File: src/design/ricd_pkg.sv
// Shared constants, codes and types for the random interval countdown timer.
`default_nettype none

package ricd_pkg;

    localparam int CNT_W   = 16;
    localparam int TS_W    = 32;
    localparam int CMD_W   = 3;
    localparam int EV_W    = 2;
    localparam int CFG_IDX_W  = 2;
    localparam int CFG_DATA_W = 16;
    localparam int S_DATA_W   = 48;
    localparam int M_DATA_W   = 40;

    localparam int DEF_INTERVAL_LIMIT = 65535;
    localparam int DEF_INTERVAL_FLOOR = 1;

    localparam logic [CNT_W-1:0] MIN_RESET = 16'd0;
    localparam logic [CNT_W-1:0] MAX_RESET = 16'd60;

    // one remainder bit per cycle
    localparam int DIV_STEPS = CNT_W;
    localparam int DIV_CNT_W = $clog2(DIV_STEPS + 1);

    localparam logic [CMD_W-1:0] CMD_START  = 3'd0;
    localparam logic [CMD_W-1:0] CMD_TICK   = 3'd1;
    localparam logic [CMD_W-1:0] CMD_PAUSE  = 3'd2;
    localparam logic [CMD_W-1:0] CMD_RESUME = 3'd3;
    localparam logic [CMD_W-1:0] CMD_STOP   = 3'd4;

    localparam logic [EV_W-1:0] EV_NONE     = 2'd0;
    localparam logic [EV_W-1:0] EV_STARTED  = 2'd1;
    localparam logic [EV_W-1:0] EV_RESUMED  = 2'd2;
    localparam logic [EV_W-1:0] EV_FINISHED = 2'd3;

    localparam logic [CFG_IDX_W-1:0] REG_MIN    = 2'd0;
    localparam logic [CFG_IDX_W-1:0] REG_MAX    = 2'd1;
    localparam logic [CFG_IDX_W-1:0] REG_REPEAT = 2'd2;

    typedef struct packed {
        logic [CNT_W-1:0] min_interval;
        logic [CNT_W-1:0] max_interval;
        logic             repeat_enable;
    } t_cfg;

    typedef struct packed {
        logic [EV_W-1:0]  event_res;
        logic [CNT_W-1:0] interval;
        logic             running;
        logic [CNT_W-1:0] remaining;
        logic             last;
    } t_result;

endpackage

`default_nettype wire

File: src/design/ricd_cfg.sv
// Configuration registers with min/max clamping on write.
`default_nettype none

module ricd_cfg #(
    parameter int INTERVAL_LIMIT = ricd_pkg::DEF_INTERVAL_LIMIT,
    parameter int INTERVAL_FLOOR = ricd_pkg::DEF_INTERVAL_FLOOR
) (
    input  wire                                  i_clk,
    input  wire                                  i_rst_n,
    input  wire                                  i_cfg_we,
    input  wire  [ricd_pkg::CFG_IDX_W-1:0]       i_cfg_idx,
    input  wire  [ricd_pkg::CFG_DATA_W-1:0]      i_cfg_wdata,
    output ricd_pkg::t_cfg                       o_cfg
);
    import ricd_pkg::*;

    localparam logic [CNT_W-1:0] LIMIT    = CNT_W'(INTERVAL_LIMIT);
    localparam logic [CNT_W-1:0] LIMIT_M1 = CNT_W'(INTERVAL_LIMIT - 1);
    localparam logic [CNT_W-1:0] FLOOR    = CNT_W'(INTERVAL_FLOOR);

    t_cfg             r_cfg, n_cfg;
    logic [CNT_W-1:0] w_min_v, w_max_v;

    always_comb begin
        n_cfg   = r_cfg;
        w_min_v = i_cfg_wdata;
        if (w_min_v > LIMIT) begin
            w_min_v = LIMIT_M1;
        end
        if (w_min_v > r_cfg.max_interval) begin
            w_min_v = r_cfg.max_interval;
        end

        w_max_v = i_cfg_wdata;
        if (w_max_v < FLOOR) begin
            w_max_v = FLOOR;
        end
        if (w_max_v > LIMIT) begin
            w_max_v = LIMIT;
        end
        if (w_max_v < r_cfg.min_interval) begin
            w_max_v = r_cfg.min_interval;
        end
        // keep a non-empty span unless already at the top
        if (w_max_v == r_cfg.min_interval && w_max_v != {CNT_W{1'b1}}) begin
            w_max_v = w_max_v + 1'b1;
        end

        if (i_cfg_we) begin
            case (i_cfg_idx)
                REG_MIN:    n_cfg.min_interval  = w_min_v;
                REG_MAX:    n_cfg.max_interval  = w_max_v;
                REG_REPEAT: n_cfg.repeat_enable = i_cfg_wdata[0];
                default:    n_cfg = r_cfg;
            endcase
        end
    end

    always_ff @(posedge i_clk) begin
        if (!i_rst_n) begin
            r_cfg.min_interval  <= MIN_RESET;
            r_cfg.max_interval  <= MAX_RESET;
            r_cfg.repeat_enable <= 1'b0;
        end else begin
            r_cfg <= n_cfg;
        end
    end

    assign o_cfg = r_cfg;

endmodule

`default_nettype wire

File: src/design/ricd_mod.sv
// Bit-serial restoring remainder unit, one dividend bit per cycle.
`default_nettype none

module ricd_mod (
    input  wire                          i_clk,
    input  wire                          i_rst_n,
    input  wire                          i_start,
    input  wire  [ricd_pkg::CNT_W-1:0]   i_dividend,
    input  wire  [ricd_pkg::CNT_W-1:0]   i_divisor,
    output logic                         o_done,
    output logic [ricd_pkg::CNT_W-1:0]   o_rem
);
    import ricd_pkg::*;

    logic                 r_busy, n_busy;
    logic                 r_done, n_done;
    logic [DIV_CNT_W-1:0] r_cnt, n_cnt;
    logic [CNT_W-1:0]     r_quo, n_quo;
    logic [CNT_W-1:0]     r_rem, n_rem;
    logic [CNT_W-1:0]     r_div, n_div;
    logic [CNT_W:0]       w_shift;
    logic [CNT_W:0]       w_diff;

    always_comb begin
        w_shift = {r_rem, r_quo[CNT_W-1]};
        w_diff  = w_shift - {1'b0, r_div};
        n_busy  = r_busy;
        n_done  = 1'b0;
        n_cnt   = r_cnt;
        n_quo   = r_quo;
        n_rem   = r_rem;
        n_div   = r_div;
        if (i_start) begin
            n_busy = 1'b1;
            n_cnt  = DIV_CNT_W'(DIV_STEPS);
            n_quo  = i_dividend;
            n_rem  = '0;
            n_div  = i_divisor;
        end else if (r_busy) begin
            n_quo = {r_quo[CNT_W-2:0], 1'b0};
            n_rem = (w_shift >= {1'b0, r_div}) ? w_diff[CNT_W-1:0] : w_shift[CNT_W-1:0];
            n_cnt = r_cnt - 1'b1;
            if (r_cnt == DIV_CNT_W'(1)) begin
                n_busy = 1'b0;
                n_done = 1'b1;
            end
        end
    end

    always_ff @(posedge i_clk) begin
        if (!i_rst_n) begin
            r_busy <= 1'b0;
            r_done <= 1'b0;
            r_cnt  <= '0;
        end else begin
            r_busy <= n_busy;
            r_done <= n_done;
            r_cnt  <= n_cnt;
        end
        r_quo <= n_quo;
        r_rem <= n_rem;
        r_div <= n_div;
    end

    assign o_done = r_done;
    // zero divisor means an empty range: term is 0
    assign o_rem  = (r_div == '0) ? '0 : r_rem;

endmodule

`default_nettype wire

File: src/design/random_interval_countdown_timer.sv
// A start runs the 16 serial remainder steps, then latches the interval and loads the output;
// a resume or finish latches its result on acceptance and then loads the output; a repeat
// finish starts a new draw as its result is loaded. Requests are taken only while idle, so a
// start, resume or finish holds off later requests, as does a result waiting on m_axis_tready.
// Reset (i_rst_n, synchronous, active low): timer stopped, count and pause stamp cleared,
// min 0, max 60, repeat off, output empty.
`default_nettype none

module random_interval_countdown_timer #(
    parameter int INTERVAL_LIMIT = ricd_pkg::DEF_INTERVAL_LIMIT,
    parameter int INTERVAL_FLOOR = ricd_pkg::DEF_INTERVAL_FLOOR
) (
    input  wire                                  i_clk,
    input  wire                                  i_rst_n,
    input  wire                                  i_cfg_we,
    input  wire  [ricd_pkg::CFG_IDX_W-1:0]       i_cfg_idx,
    input  wire  [ricd_pkg::CFG_DATA_W-1:0]      i_cfg_wdata,
    input  wire                                  s_axis_tvalid,
    output logic                                 s_axis_tready,
    input  wire  [ricd_pkg::S_DATA_W-1:0]        s_axis_tdata,  // timestamp[31:0], random_value[47:32]
    input  wire  [ricd_pkg::CMD_W-1:0]           s_axis_tuser,  // cmd[2:0]
    output logic                                 m_axis_tvalid,
    input  wire                                  m_axis_tready,
    output logic [ricd_pkg::M_DATA_W-1:0]        m_axis_tdata,  // interval[15:0], running[16],
                                                                // remaining[32:17], zero[39:33]
    output logic [ricd_pkg::EV_W-1:0]            m_axis_tuser,  // event_res[1:0]
    output logic                                 m_axis_tlast
);
    import ricd_pkg::*;

    typedef enum logic [1:0] {
        S_IDLE,
        S_DRAW,
        S_EMIT
    } t_state;

    t_cfg             w_cfg;
    t_state           r_state, n_state;
    logic             r_run, n_run;
    logic [CNT_W-1:0] r_cnt, n_cnt;
    logic [TS_W-1:0]  r_stamp, n_stamp;
    logic [CNT_W-1:0] r_rnd, n_rnd;
    logic             r_chain, n_chain;
    t_result          r_pend, n_pend;
    t_result          r_out, n_out;
    logic             r_ovalid, n_ovalid;

    logic             w_accept, w_out_free;
    logic [TS_W-1:0]  w_ts;
    logic [CNT_W-1:0] w_rnd_in;
    logic [CMD_W-1:0] w_cmd;
    logic [CNT_W-1:0] w_delta, w_span, w_term, w_dividend;
    logic [CNT_W:0]   w_sum;
    logic [CNT_W-1:0] w_interval;
    logic             w_div_start, w_div_done;

    ricd_cfg #(
        .INTERVAL_LIMIT (INTERVAL_LIMIT),
        .INTERVAL_FLOOR (INTERVAL_FLOOR)
    ) u_cfg (
        .i_clk       (i_clk),
        .i_rst_n     (i_rst_n),
        .i_cfg_we    (i_cfg_we),
        .i_cfg_idx   (i_cfg_idx),
        .i_cfg_wdata (i_cfg_wdata),
        .o_cfg       (w_cfg)
    );

    ricd_mod u_mod (
        .i_clk      (i_clk),
        .i_rst_n    (i_rst_n),
        .i_start    (w_div_start),
        .i_dividend (w_dividend),
        .i_divisor  (w_span),
        .o_done     (w_div_done),
        .o_rem      (w_term)
    );

    assign w_ts       = s_axis_tdata[TS_W-1:0];
    assign w_rnd_in   = s_axis_tdata[TS_W +: CNT_W];
    assign w_cmd      = s_axis_tuser;
    assign w_accept   = s_axis_tvalid && s_axis_tready;
    assign w_out_free = !r_ovalid || m_axis_tready;
    assign w_delta    = w_ts[CNT_W-1:0] - r_stamp[CNT_W-1:0];
    assign w_span     = (w_cfg.max_interval > w_cfg.min_interval)
                      ? (w_cfg.max_interval - w_cfg.min_interval) : '0;
    assign w_dividend = (r_state == S_IDLE) ? w_rnd_in : r_rnd;
    assign w_sum      = {1'b0, w_cfg.min_interval} + {1'b0, w_term} + (CNT_W+1)'(1);
    assign w_interval = w_sum[CNT_W] ? {CNT_W{1'b1}} : w_sum[CNT_W-1:0];

    assign w_div_start = (r_state == S_IDLE && w_accept && w_cmd == CMD_START)
                      || (r_state == S_EMIT && w_out_free && r_chain);

    always_comb begin
        n_state  = r_state;
        n_run    = r_run;
        n_cnt    = r_cnt;
        n_stamp  = r_stamp;
        n_rnd    = r_rnd;
        n_chain  = r_chain;
        n_pend   = r_pend;
        n_out    = r_out;
        n_ovalid = r_ovalid;
        if (r_ovalid && m_axis_tready) begin
            n_ovalid = 1'b0;
        end
        case (r_state)
            S_IDLE: begin
                if (w_accept) begin
                    n_rnd = w_rnd_in;
                    case (w_cmd)
                        CMD_START: begin
                            n_state = S_DRAW;
                        end
                        CMD_TICK: begin
                            if (r_run) begin
                                if (r_cnt != '0) begin
                                    n_cnt = r_cnt - 1'b1;
                                end else begin
                                    n_run            = 1'b0;
                                    n_pend.event_res = EV_FINISHED;
                                    n_pend.interval  = '0;
                                    n_pend.running   = 1'b0;
                                    n_pend.remaining = r_cnt;
                                    n_pend.last      = !w_cfg.repeat_enable;
                                    n_chain          = w_cfg.repeat_enable;
                                    n_state          = S_EMIT;
                                end
                            end
                        end
                        CMD_PAUSE: begin
                            if (r_run && w_ts != '0) begin
                                n_stamp = w_ts;
                            end
                        end
                        CMD_RESUME: begin
                            if (r_run && w_ts != '0 && w_ts >= r_stamp) begin
                                // overshoot leaves a count of one, not a wrap
                                n_cnt = (w_delta > r_cnt) ? CNT_W'(1) : (r_cnt - w_delta);
                                n_pend.event_res = EV_RESUMED;
                                n_pend.interval  = n_cnt;
                                n_pend.running   = 1'b1;
                                n_pend.remaining = n_cnt;
                                n_pend.last      = 1'b1;
                                n_chain          = 1'b0;
                                n_state          = S_EMIT;
                            end
                        end
                        CMD_STOP: begin
                            n_run = 1'b0;
                        end
                        default: begin
                            n_run = r_run;
                        end
                    endcase
                end
            end
            S_DRAW: begin
                if (w_div_done) begin
                    n_run            = 1'b1;
                    n_cnt            = w_interval;
                    n_pend.event_res = EV_STARTED;
                    n_pend.interval  = w_interval;
                    n_pend.running   = 1'b1;
                    n_pend.remaining = w_interval;
                    n_pend.last      = 1'b1;
                    n_chain          = 1'b0;
                    n_state          = S_EMIT;
                end
            end
            S_EMIT: begin
                if (w_out_free) begin
                    n_out    = r_pend;
                    n_ovalid = 1'b1;
                    n_state  = r_chain ? S_DRAW : S_IDLE;
                end
            end
            default: begin
                n_state = S_IDLE;
            end
        endcase
    end

    always_ff @(posedge i_clk) begin
        if (!i_rst_n) begin
            r_state  <= S_IDLE;
            r_run    <= 1'b0;
            r_cnt    <= '0;
            r_stamp  <= '0;
            r_chain  <= 1'b0;
            r_ovalid <= 1'b0;
        end else begin
            r_state  <= n_state;
            r_run    <= n_run;
            r_cnt    <= n_cnt;
            r_stamp  <= n_stamp;
            r_chain  <= n_chain;
            r_ovalid <= n_ovalid;
        end
        r_rnd  <= n_rnd;
        r_pend <= n_pend;
        r_out  <= n_out;
    end

    assign s_axis_tready = (r_state == S_IDLE);
    assign m_axis_tvalid = r_ovalid;
    assign m_axis_tuser  = r_out.event_res;
    assign m_axis_tlast  = r_out.last;
    assign m_axis_tdata  = {(M_DATA_W - 2*CNT_W - 1)'(0), r_out.remaining, r_out.running,
                            r_out.interval};

endmodule

`default_nettype wire
File: config.mk
export PLATFORM = sky130hd
export DESIGN_NAME = random_interval_countdown_timer
export DESIGN_NICKNAME = d
export VERILOG_FILES = /design/src/design/ricd_pkg.sv /design/src/design/ricd_cfg.sv /design/src/design/ricd_mod.sv /design/src/design/random_interval_countdown_timer.sv
export SDC_FILE = /design/constraint.sdc
export NUM_CORES = 1
export LEC_CHECK = 0
export ABC_AREA = 1
export BUFFER_PORTS_ARGS = -buffer_cell sky130_fd_sc_hd__buf_2
export CAP_MARGIN = 0
export CORE_MARGIN = 3
export CORE_UTILIZATION = 40
export DETAILED_ROUTE_END_ITERATION = 16
export MAX_ROUTING_LAYER = met4
export PLACE_DENSITY = 0.63
export SLEW_MARGIN = 20
export SYNTH_ARGS = -nofsm -noshare
export SYNTH_HDL_FRONTEND = slang
export SYNTH_SLANG_ARGS = --single-unit
export TNS_END_PERCENT = 50
File: constraint.sdc
create_clock -name i_clk -period 6 [get_ports i_clk]
set_input_delay 1.5 -clock i_clk [delete_from_list [all_inputs] [get_ports i_clk]]
set_output_delay 1.5 -clock i_clk [all_outputs]
set_load 0.03 [all_outputs]
==> impl_table.tex, run 1 <==
\begin{tabular}{lr}
\hline
Metric & Value \\
\hline
\multicolumn{2}{l}{\textbf{Yosys}} \\
\quad Fraction of synthesized cell area taken by the top area cell type & 0.2387 \\
\quad Post-synth design cell area & about 15,000 um2 \\
\quad Most used standard cells in the synthesized netlist & sky130\_fd\_sc\_hd\_\_nand2\_1, sky130\_fd\_sc\_hd\_\_inv\_1, sky130\_fd\_sc\_hd\_\_a21oi\_1, sky130\_fd\_sc\_hd\_\_nor2\_1, sky130\_fd\_sc\_hd\_\_o21ai\_0 \\
\quad \#FFs+latches synth & approximately 230 \\
\quad Number of unique standard cell types used by synthesis & 55 \\
\quad Dominant cell by count in the synthesized netlist & sky130\_fd\_sc\_hd\_\_nand2\_1 \\
\quad Proportion of synthesized chip area in sequential cells & 0.3833 \\
\quad Avg Cell Area, Syn & $\sim$7.7 um2 \\
\quad Top cells by area in the synthesized netlist & sky130\_fd\_sc\_hd\_\_edfxtp\_1, sky130\_fd\_sc\_hd\_\_dfxtp\_1, sky130\_fd\_sc\_hd\_\_ha\_1 \\
\quad Number of synthesis warnings & 0 \\
\quad Synth async-reset ratio & 0 \\
\quad Top cell type by total area after synthesis & sky130\_fd\_sc\_hd\_\_edfxtp\_1 \\
\quad Most common flop cell mapped by yosys & sky130\_fd\_sc\_hd\_\_edfxtp\_1 \\
\quad Post-Syn Instances & about 2,000 \\
\quad Number of enable flip-flop cells after synthesis & 120 \\
\multicolumn{2}{l}{\textbf{CTS}} \\
\quad Clock buffer depth & 3 \\
\quad CTS H-tree lvls & 1 \\
\quad Postcts setup bufs & 0 \\
\quad Hold buffer count at CTS & 0 \\
\quad Total of cells resized after clock tree synthesis & 0 \\
\quad TritonCTS Buffers & 28 \\
\quad Clk sink count & 229 \\
\quad Clock Root Buffer & sky130\_fd\_sc\_hd\_\_clkbuf\_16 \\
\quad Clock slew at the register clock pins of the worst setup and hold paths & around 0.060 ns \\
\quad TritonCTS clock tree & built \\
\quad Worst-Skew Late Latency & between 0.5 and 0.6 ns \\
\multicolumn{2}{l}{\textbf{Timing}} \\
\quad Final hold violation count & 0 \\
\quad Clock period minus final worst setup slack & 5.532 ns \\
\quad Total Neg Setup Slack & 0 ns \\
\quad Maximum clock skew at final layout & between 0.015 and 0.02 ns \\
\quad Final period utilization & 0.9221 \\
\quad Slew at the pin with the worst max-slew slack & $\sim$1.0 ns \\
\quad Worst hold margin & between 0.4 and 0.5 ns \\
\quad Count of endpoints failing setup in the final report & 0 \\
\quad Relative slew slack & 0.3180 \\
\quad Highest clock frequency the design can meet & 180.8 MHz \\
\quad Fin. max-slew vios & 0 \\
\quad Unrepaired setup endpoints after global routing & no \\
\multicolumn{2}{l}{\textbf{Worst setup path}} \\
\quad Kind of start point of the critical path & input port \\
\quad Critical path buffers and inverters & 2 \\
\quad Number of cells on the worst reg-to-reg path & 25 \\
\quad Flop-to-flop setup slack & 1.17 ns \\
\quad Path length in cells of the critical path & 25 \\
\quad Crit path max fanout & 13 \\
\quad Worst flop-to-flop path startpoint & r\_stamp[2] \\
\quad Worst path max stage delay & just over 0.8 ns \\
\quad Type of the worst setup path & in -> reg \\
\quad Slowest cell on the critical path & sky130\_fd\_sc\_hd\_\_nor2\_1 \\
\quad Worst endpoint required time & 6.47 ns \\
\quad Critical path startpoint & s\_axis\_tdata[2] \\
\quad Type of destination of the critical path & flip-flop \\
\quad WP data arrival & around 6 ns \\
\quad Top cell family by delay on the critical path & compound AO/OA/AOI/OAI gates \\
\multicolumn{2}{l}{\textbf{Routing}} \\
\quad Drt total wl & 40,650 um \\
\quad Via/cell ratio & between 5 and 6 \\
\quad Count of antenna-violating nets left after detailed routing & 0 \\
\quad Vias after detailed routing & 13,510 \\
\quad DRC viols & 0 \\
\quad Routed WL per cell & roughly 16 um \\
\quad Count of routing violations after the opening detailed-route iteration & 845 \\
\quad Number of iterations in the first detailed-routing pass & 5 \\
\multicolumn{2}{l}{\textbf{Place}} \\
\quad PortBufs & approximately 110 \\
\quad GPL Wtd Cong & approximately 0.9 \\
\quad Area of placed instances & around 16,000 um2 \\
\quad HPWL Detailed & 30,640 um \\
\quad Number of instances in the placed design & $\sim$2,500 \\
\multicolumn{2}{l}{\textbf{Global route}} \\
\quad Total routing resource utilization after global routing & 0.2009 \\
\quad Congestion Overflow GR & 0 \\
\quad Global-route wire length before repair & $\sim$65,000 um \\
\quad Number of global-route vias before repair & roughly 13,000 \\
\quad Maximum number of pins on one net before global-route repair & 65 \\
\quad Number of antenna violations at the first check in global routing & 4 \\
\multicolumn{2}{l}{\textbf{Finish}} \\
\quad Area taken by multi-input logic gates & 8019 um2 \\
\quad Layout area overhead & 12.63\% \\
\quad Number of standard cells in the layout, taps in and fillers out & approximately 2,600 \\
\quad Filler cells & approximately 3,700 \\
\quad Area taken by flip-flops and latches & $\sim$5800 um2 \\
\quad Number of nets in the layout & 2,256 \\
\quad Final instance area & 17,000 um2 \\
\quad Fraction of final layout cells sized beyond drive strength 1 & 0.09377 \\
\quad Fraction of the core area covered by cells at the end of the flow & 0.4610 \\
\multicolumn{2}{l}{\textbf{Die}} \\
\quad Initial Util & 0.4093 \\
\quad Top-Level Pins & between 100 and 150 \\
\quad Die outline width & 200.3 um \\
\quad Vertical die dimension & 200.3 um \\
\quad Core area & 36,870 um2 \\
\quad Full die area & between 40,000 and 50,000 um2 \\
\quad Std cell rows & 70 \\
\multicolumn{2}{l}{\textbf{Worst hold path}} \\
\quad Worst hold-check path type & reg -> reg \\
\quad Number of cells on the worst hold path & 0 \\
\quad Hold Crit Start & r\_pend[35] \\
\multicolumn{2}{l}{\textbf{Power and ir drop}} \\
\quad Leakage power summed over all cells & 0.007519 uW \\
\quad Power per standard cell area & roughly 300 nW/um2 \\
\quad Maximum resistive drop on vdd & 0.0002167 V \\
\multicolumn{2}{l}{\textbf{Run status}} \\
\quad Run status & finished, final reports clean \\
\multicolumn{2}{l}{\textbf{Flow run}} \\
\quad Count of maximum capacitance violations & 0 \\
\hline
\end{tabular}
-- path summary, 6_finish.rpt --
| path | endpoint |
|---|---|
| max | r_cnt[5] |
| min reg2reg | m_axis_tuser[1] |
| max reg2reg | r_cnt[5] |
| min | m_axis_tuser[1] |
-- final cells by class --
type	count	area share
multi-input combinational	1398	0.4717
timing repair buffer	123	0.03798
antenna	4	0.0005888
tap	504	0.03710
clock buffer	41	0.04644
inverter	267	0.05896
clock inverter	11	0.006845
sequential	229	0.3404
-- kinds of logic (layout without fill, tap and decap cells) --
group                    Yosys count  after routing  share of synthesized area
flip-flops                       229            229                     0.3833
buffers and inverters            342            442                    0.09003
XOR/XNOR                          61             61                    0.03540
AO/OA/AOI/OAI                    476            476                     0.1768
AND/OR/NAND/NOR                  719            719                     0.1998
other                              1             11                  0.0002485
adder cells (fa/ha/maj)          135            135                     0.1144
-- per-stage QoR --
step                      setup WS [ns]  power (uW)
after detailed placement       -0.03306        3426
after CTS                        0.5430        5118
after global routing           0.008114        5406
after floorplan                  0.7372        3038
final                            0.4676        5092
after global placement          0.04758        3400
-- registers in the layout, summed over array words and instances, names as in the netlist --
name           cells
m_axis_tdata      33
m_axis_tlast       1
m_axis_tuser       2
m_axis_tvalid      1
r_chain            1
r_cnt             16
r_pend            36
r_rnd             16
r_run              1
r_stamp           32
r_state            2
u_cfg.o_cfg       33
u_mod.o_done       1
u_mod.r_busy       1
u_mod.r_cnt        5
u_mod.r_div       16
u_mod.r_quo       16
u_mod.r_rem       16
-- layer usage --
layer	vias to the layer above	global-route usage	routed length, um	share of wire
met4	0	0.04868	968	0.024
met5	-	-	0	0
met2	423	0.3078	17660	0.43
met1	6226	0.2806	19130	0.47
li1	6800	-	-	-
met3	60	0.03153	2887	0.071
-- placed cells by master (no fill, tap or decap), types with 3 or more instances in the layout --
cell type                     n
sky130_fd_sc_hd__o211ai_1    39
sky130_fd_sc_hd__fa_1         5
sky130_fd_sc_hd__nor2_2       3
sky130_fd_sc_hd__buf_2      111
sky130_fd_sc_hd__a21oi_1    220
sky130_fd_sc_hd__nand3_1    101
sky130_fd_sc_hd__o21bai_1    10
sky130_fd_sc_hd__xor2_1      46
sky130_fd_sc_hd__nor3_1      21
sky130_fd_sc_hd__buf_4       12
sky130_fd_sc_hd__inv_1      262
sky130_fd_sc_hd__nand2_2      7
sky130_fd_sc_hd__nor3b_1      3
sky130_fd_sc_hd__ha_1       130
sky130_fd_sc_hd__nand3_2      3
sky130_fd_sc_hd__inv_2        3
sky130_fd_sc_hd__o21ai_1      8
sky130_fd_sc_hd__clkinv_2     5
sky130_fd_sc_hd__xnor2_1     15
sky130_fd_sc_hd__clkbuf_16   28
sky130_fd_sc_hd__conb_1       7
sky130_fd_sc_hd__nor4_1      12
sky130_fd_sc_hd__o2111ai_1    3
sky130_fd_sc_hd__o21ai_0    135
sky130_fd_sc_hd__nand4_1     20
sky130_fd_sc_hd__o21a_1      11
sky130_fd_sc_hd__a21o_1       5
sky130_fd_sc_hd__clkinv_1     4
sky130_fd_sc_hd__diode_2      4
sky130_fd_sc_hd__a31oi_1     21
sky130_fd_sc_hd__edfxtp_1   120
sky130_fd_sc_hd__nand2_1    389
sky130_fd_sc_hd__a221oi_1     3
sky130_fd_sc_hd__dfxtp_1    109
sky130_fd_sc_hd__clkbuf_8     4
sky130_fd_sc_hd__clkbuf_1     9
sky130_fd_sc_hd__nor2_1     150
-- report_power, final --
| group | total, uW | internal [uW] | switching, uW |
|---|---|---|---|
| Sequential | 1870 | 1780 | 90.9 |
| Combinational | 1550 | 539 | 1010 |
| Clock | 1670 | 995 | 677 |
| Total | 5090 | 3320 | 1770 |
Note: power is estimated with default switching activity, not from simulation.
==> run 2, diff against run 1 <==
--- a/config.mk
+++ b/config.mk
@@ -13,6 +13,7 @@
 export DETAILED_ROUTE_END_ITERATION = 16
 export MAX_ROUTING_LAYER = met4
 export PLACE_DENSITY = 0.63
+export RECOVER_POWER = 25
 export SLEW_MARGIN = 20
 export SYNTH_ARGS = -nofsm -noshare
 export SYNTH_HDL_FRONTEND = slang
==> impl_table.tex, run 2 (synthesized netlist as in run 1, its figures left out) <==
\begin{tabular}{lr}
\hline
Metric & Value \\
\hline
\multicolumn{2}{l}{\textbf{Run status}} \\
\quad Run status & complete, but fails checks \\
\quad Violated checks & max-capacitance violations, max-slew violations \\
\multicolumn{2}{l}{\textbf{Timing}} \\
\quad Fin. max-slew vios & 38 (+38) \\
\quad Clock period minus final worst setup slack & 5.551 ns (+0.01811 ns) \\
\quad Worst hold margin & 0.4184 ns (-0.0002240 ns) \\
\quad Maximum clock skew at final layout & 0.01815 ns (+0.0007800 ns) \\
\quad Slew at the pin with the worst max-slew slack & 2.004 ns (+0.9850 ns) \\
\quad Relative slew slack & -0.3361 (-0.6541) \\
\quad Unrepaired setup endpoints after global routing & no \\
\quad Count of endpoints failing setup in the final report & 0 (unchanged) \\
\quad Highest clock frequency the design can meet & 180.2 MHz (-0.33\%) \\
\quad Worst Setup Slack, final & 0.4495 ns (-0.01811 ns) \\
\quad Final period utilization & 0.9251 (+0.003019) \\
\quad Final hold violation count & 0 (unchanged) \\
\multicolumn{2}{l}{\textbf{CTS}} \\
\quad Postcts setup bufs & 0 (unchanged) \\
\quad Clk sink count & 229 (unchanged) \\
\quad Clock buffer depth & 3 (unchanged) \\
\quad Worst-Skew Late Latency & 0.55 ns (about the same) \\
\quad CTS H-tree lvls & 1 (unchanged) \\
\quad Total of cells resized after clock tree synthesis & 0 (unchanged) \\
\quad TritonCTS clock tree & built \\
\quad Clock Root Buffer & sky130\_fd\_sc\_hd\_\_clkbuf\_16 \\
\quad Clock slew at the register clock pins of the worst setup and hold paths & 0.06 ns (about the same) \\
\quad TritonCTS Buffers & 28 (unchanged) \\
\quad Hold buffer count at CTS & 0 (unchanged) \\
\multicolumn{2}{l}{\textbf{Die}} \\
\quad Initial Util & 0.4093 (unchanged) \\
\quad Std cell rows & 70 (unchanged) \\
\quad Top-Level Pins & 119 (unchanged) \\
\quad Vertical die dimension & 200.3 um (unchanged) \\
\quad Die outline width & 200.3 um (unchanged) \\
\quad Core area & 36,870 um2 (unchanged) \\
\quad Full die area & 40,100 um2 (unchanged) \\
\multicolumn{2}{l}{\textbf{Routing}} \\
\quad Vias after detailed routing & 13,470 (-0.31\%) \\
\quad DRC viols & 0 (unchanged) \\
\quad Routed WL per cell & 15.77 um (about the same) \\
\quad Count of routing violations after the opening detailed-route iteration & 854 (+1.1\%) \\
\quad Drt total wl & 40,650 um (about the same) \\
\quad Number of iterations in the first detailed-routing pass & 6 (+1) \\
\quad Count of antenna-violating nets left after detailed routing & 0 (unchanged) \\
\quad Via/cell ratio & 5.226 (-0.31\%) \\
\multicolumn{2}{l}{\textbf{Global route}} \\
\quad Congestion Overflow GR & 0 (unchanged) \\
\quad Global-route wire length before repair & 65,210 um (unchanged) \\
\quad Number of global-route vias before repair & 12,610 (unchanged) \\
\quad Total routing resource utilization after global routing & 0.2009 (unchanged) \\
\quad Number of antenna violations at the first check in global routing & 4 (unchanged) \\
\quad Maximum number of pins on one net before global-route repair & 65 (unchanged) \\
\multicolumn{2}{l}{\textbf{Worst setup path}} \\
\quad Worst flop-to-flop path startpoint & r\_stamp[2] \\
\quad Crit path max fanout & 13 (unchanged) \\
\quad Critical path startpoint & s\_axis\_tdata[2] \\
\quad Flop-to-flop setup slack & 1.15 ns (-0.02 ns) \\
\quad Type of destination of the critical path & flip-flop \\
\quad CP Capture Point & r\_cnt[5] \\
\quad Worst endpoint required time & 6.47 ns (about the same) \\
\quad WP data arrival & 6.02 ns (+0.02 ns) \\
\quad Number of cells on the worst reg-to-reg path & 25 (unchanged) \\
\quad Kind of start point of the critical path & input port \\
\quad Endpoint of the worst-slack reg-to-reg timing path & r\_cnt[5] \\
\quad Type of the worst setup path & in -> reg \\
\multicolumn{2}{l}{\textbf{Power and ir drop}} \\
\quad Power per standard cell area & 299.8 nW/um2 (about the same) \\
\quad Leakage power summed over all cells & 0.007481 uW (-0.51\%) \\
\quad Maximum resistive drop on vdd & 0.0002166 V (about the same) \\
\multicolumn{2}{l}{\textbf{Finish}} \\
\quad Layout area overhead & 12.48\% \\
\quad Final instance area & 16,980 um2 (-0.13\%) \\
\quad Fraction of final layout cells sized beyond drive strength 1 & 0.08748 (-0.006283) \\
\quad Commonest non-fill, non-tap cell in the layout & sky130\_fd\_sc\_hd\_\_nand2\_1 \\
\quad Largest reg by FF count & r\_pend \\
\quad Max reg flops & 36 (unchanged) \\
\quad Commonest cells after routing, fill and taps aside & sky130\_fd\_sc\_hd\_\_nand2\_1, sky130\_fd\_sc\_hd\_\_inv\_1, sky130\_fd\_sc\_hd\_\_a21oi\_1, sky130\_fd\_sc\_hd\_\_nor2\_1, sky130\_fd\_sc\_hd\_\_o21ai\_0 \\
\quad Number of nets in the layout & 2,256 (unchanged) \\
\multicolumn{2}{l}{\textbf{Worst hold path}} \\
\quad Worst hold-check path type & reg -> reg \\
\multicolumn{2}{l}{\textbf{Place}} \\
\quad GPL Wtd Cong & 0.9135 (unchanged) \\
\quad PortBufs & 111 (unchanged) \\
\quad HPWL Detailed & 30,640 um (unchanged) \\
\quad Post-placement setup slack & -0.03306 ns (unchanged) \\
\quad Area of placed instances & 16,070 um2 (unchanged) \\
\multicolumn{2}{l}{\textbf{Flow run}} \\
\quad Count of maximum capacitance violations & 1 (+1) \\
\hline
\end{tabular}
==> run 2: final cells by class <==
type	count	area, um2
Tap cell	504	630.6
Timing Repair Buffer	123	624.3
Clock inverter	11	116.4
Antenna cell	4	10.01
Fill cell	3684	19900
Clock buffer	41	789.5
Inverter	267	1002
Sequential cell	229	5786
Multi-Input combinational cell	1398	8019
==> run 2: worst min path at each step <==
stage	from	end	slack, ns	cells after the start
after CTS	r_pend[3]	m_axis_tdata[19]	0.42	0
after detailed placement	r_pend[8]	m_axis_tdata[24]	0.40	0
final	r_pend[35]	m_axis_tuser[1]	0.42	0
after floorplan	r_pend[18]	m_axis_tdata[0]	0.40	0
after global routing	r_pend[8]	m_axis_tdata[24]	0.43	0
after global placement	r_pend[34]	m_axis_tuser[0]	0.40	0
==> run 2: metrics by stage <==
stage               instances  setup TNS, ns  total power [uW]  utilization
floorplan                1969              0              3038            -
global placement         2521              0              3400       0.4359
detailed placement       2521       -0.07821              3426       0.4359
CTS                      2573              0              5118       0.4605
global route             2577              0              5405       0.4604
finish                   2577              0              5089       0.4604
==> run 2: routing by layer <==
metal  GRT usage  up-vias  share of wire
met5           -        -              0
met4     0.04868        0          0.024
met3     0.03153       60          0.073
met2      0.3078      410           0.43
met1      0.2806     6197           0.47
li1            -     6800              -
==> run 2: critical path, stage by stage <==
cell                       delay (ns)
sky130_fd_sc_hd__buf_2           0.12
sky130_fd_sc_hd__ha_1            0.36
sky130_fd_sc_hd__nand3_1         0.10
sky130_fd_sc_hd__nand2_1         0.13
sky130_fd_sc_hd__nand2_1         0.07
sky130_fd_sc_hd__o211ai_1        0.13
sky130_fd_sc_hd__a21oi_1         0.11
sky130_fd_sc_hd__o21bai_1        0.23
sky130_fd_sc_hd__a21oi_1         0.10
sky130_fd_sc_hd__o21bai_1        0.21
sky130_fd_sc_hd__nand3_1         0.10
sky130_fd_sc_hd__nand2_1         0.11
sky130_fd_sc_hd__a21oi_1         0.07
sky130_fd_sc_hd__o21ai_0         0.18
sky130_fd_sc_hd__xor2_1          0.10
sky130_fd_sc_hd__ha_1            0.34
sky130_fd_sc_hd__inv_1           0.07
sky130_fd_sc_hd__nor3_1          0.25
sky130_fd_sc_hd__a21o_1          0.16
sky130_fd_sc_hd__a31oi_1         0.06
sky130_fd_sc_hd__nor2_1          0.84
sky130_fd_sc_hd__o211ai_1        0.28
sky130_fd_sc_hd__nand2_1         0.18
sky130_fd_sc_hd__o21ai_0         0.09
sky130_fd_sc_hd__a21oi_1         0.14
==> run 2: report_power, final <==
part / switching (uW) / internal [uW]
clock: 675 / 995
combinational: 1010 / 537
sequential: 91.0 / 1780
total: 1770 / 3320
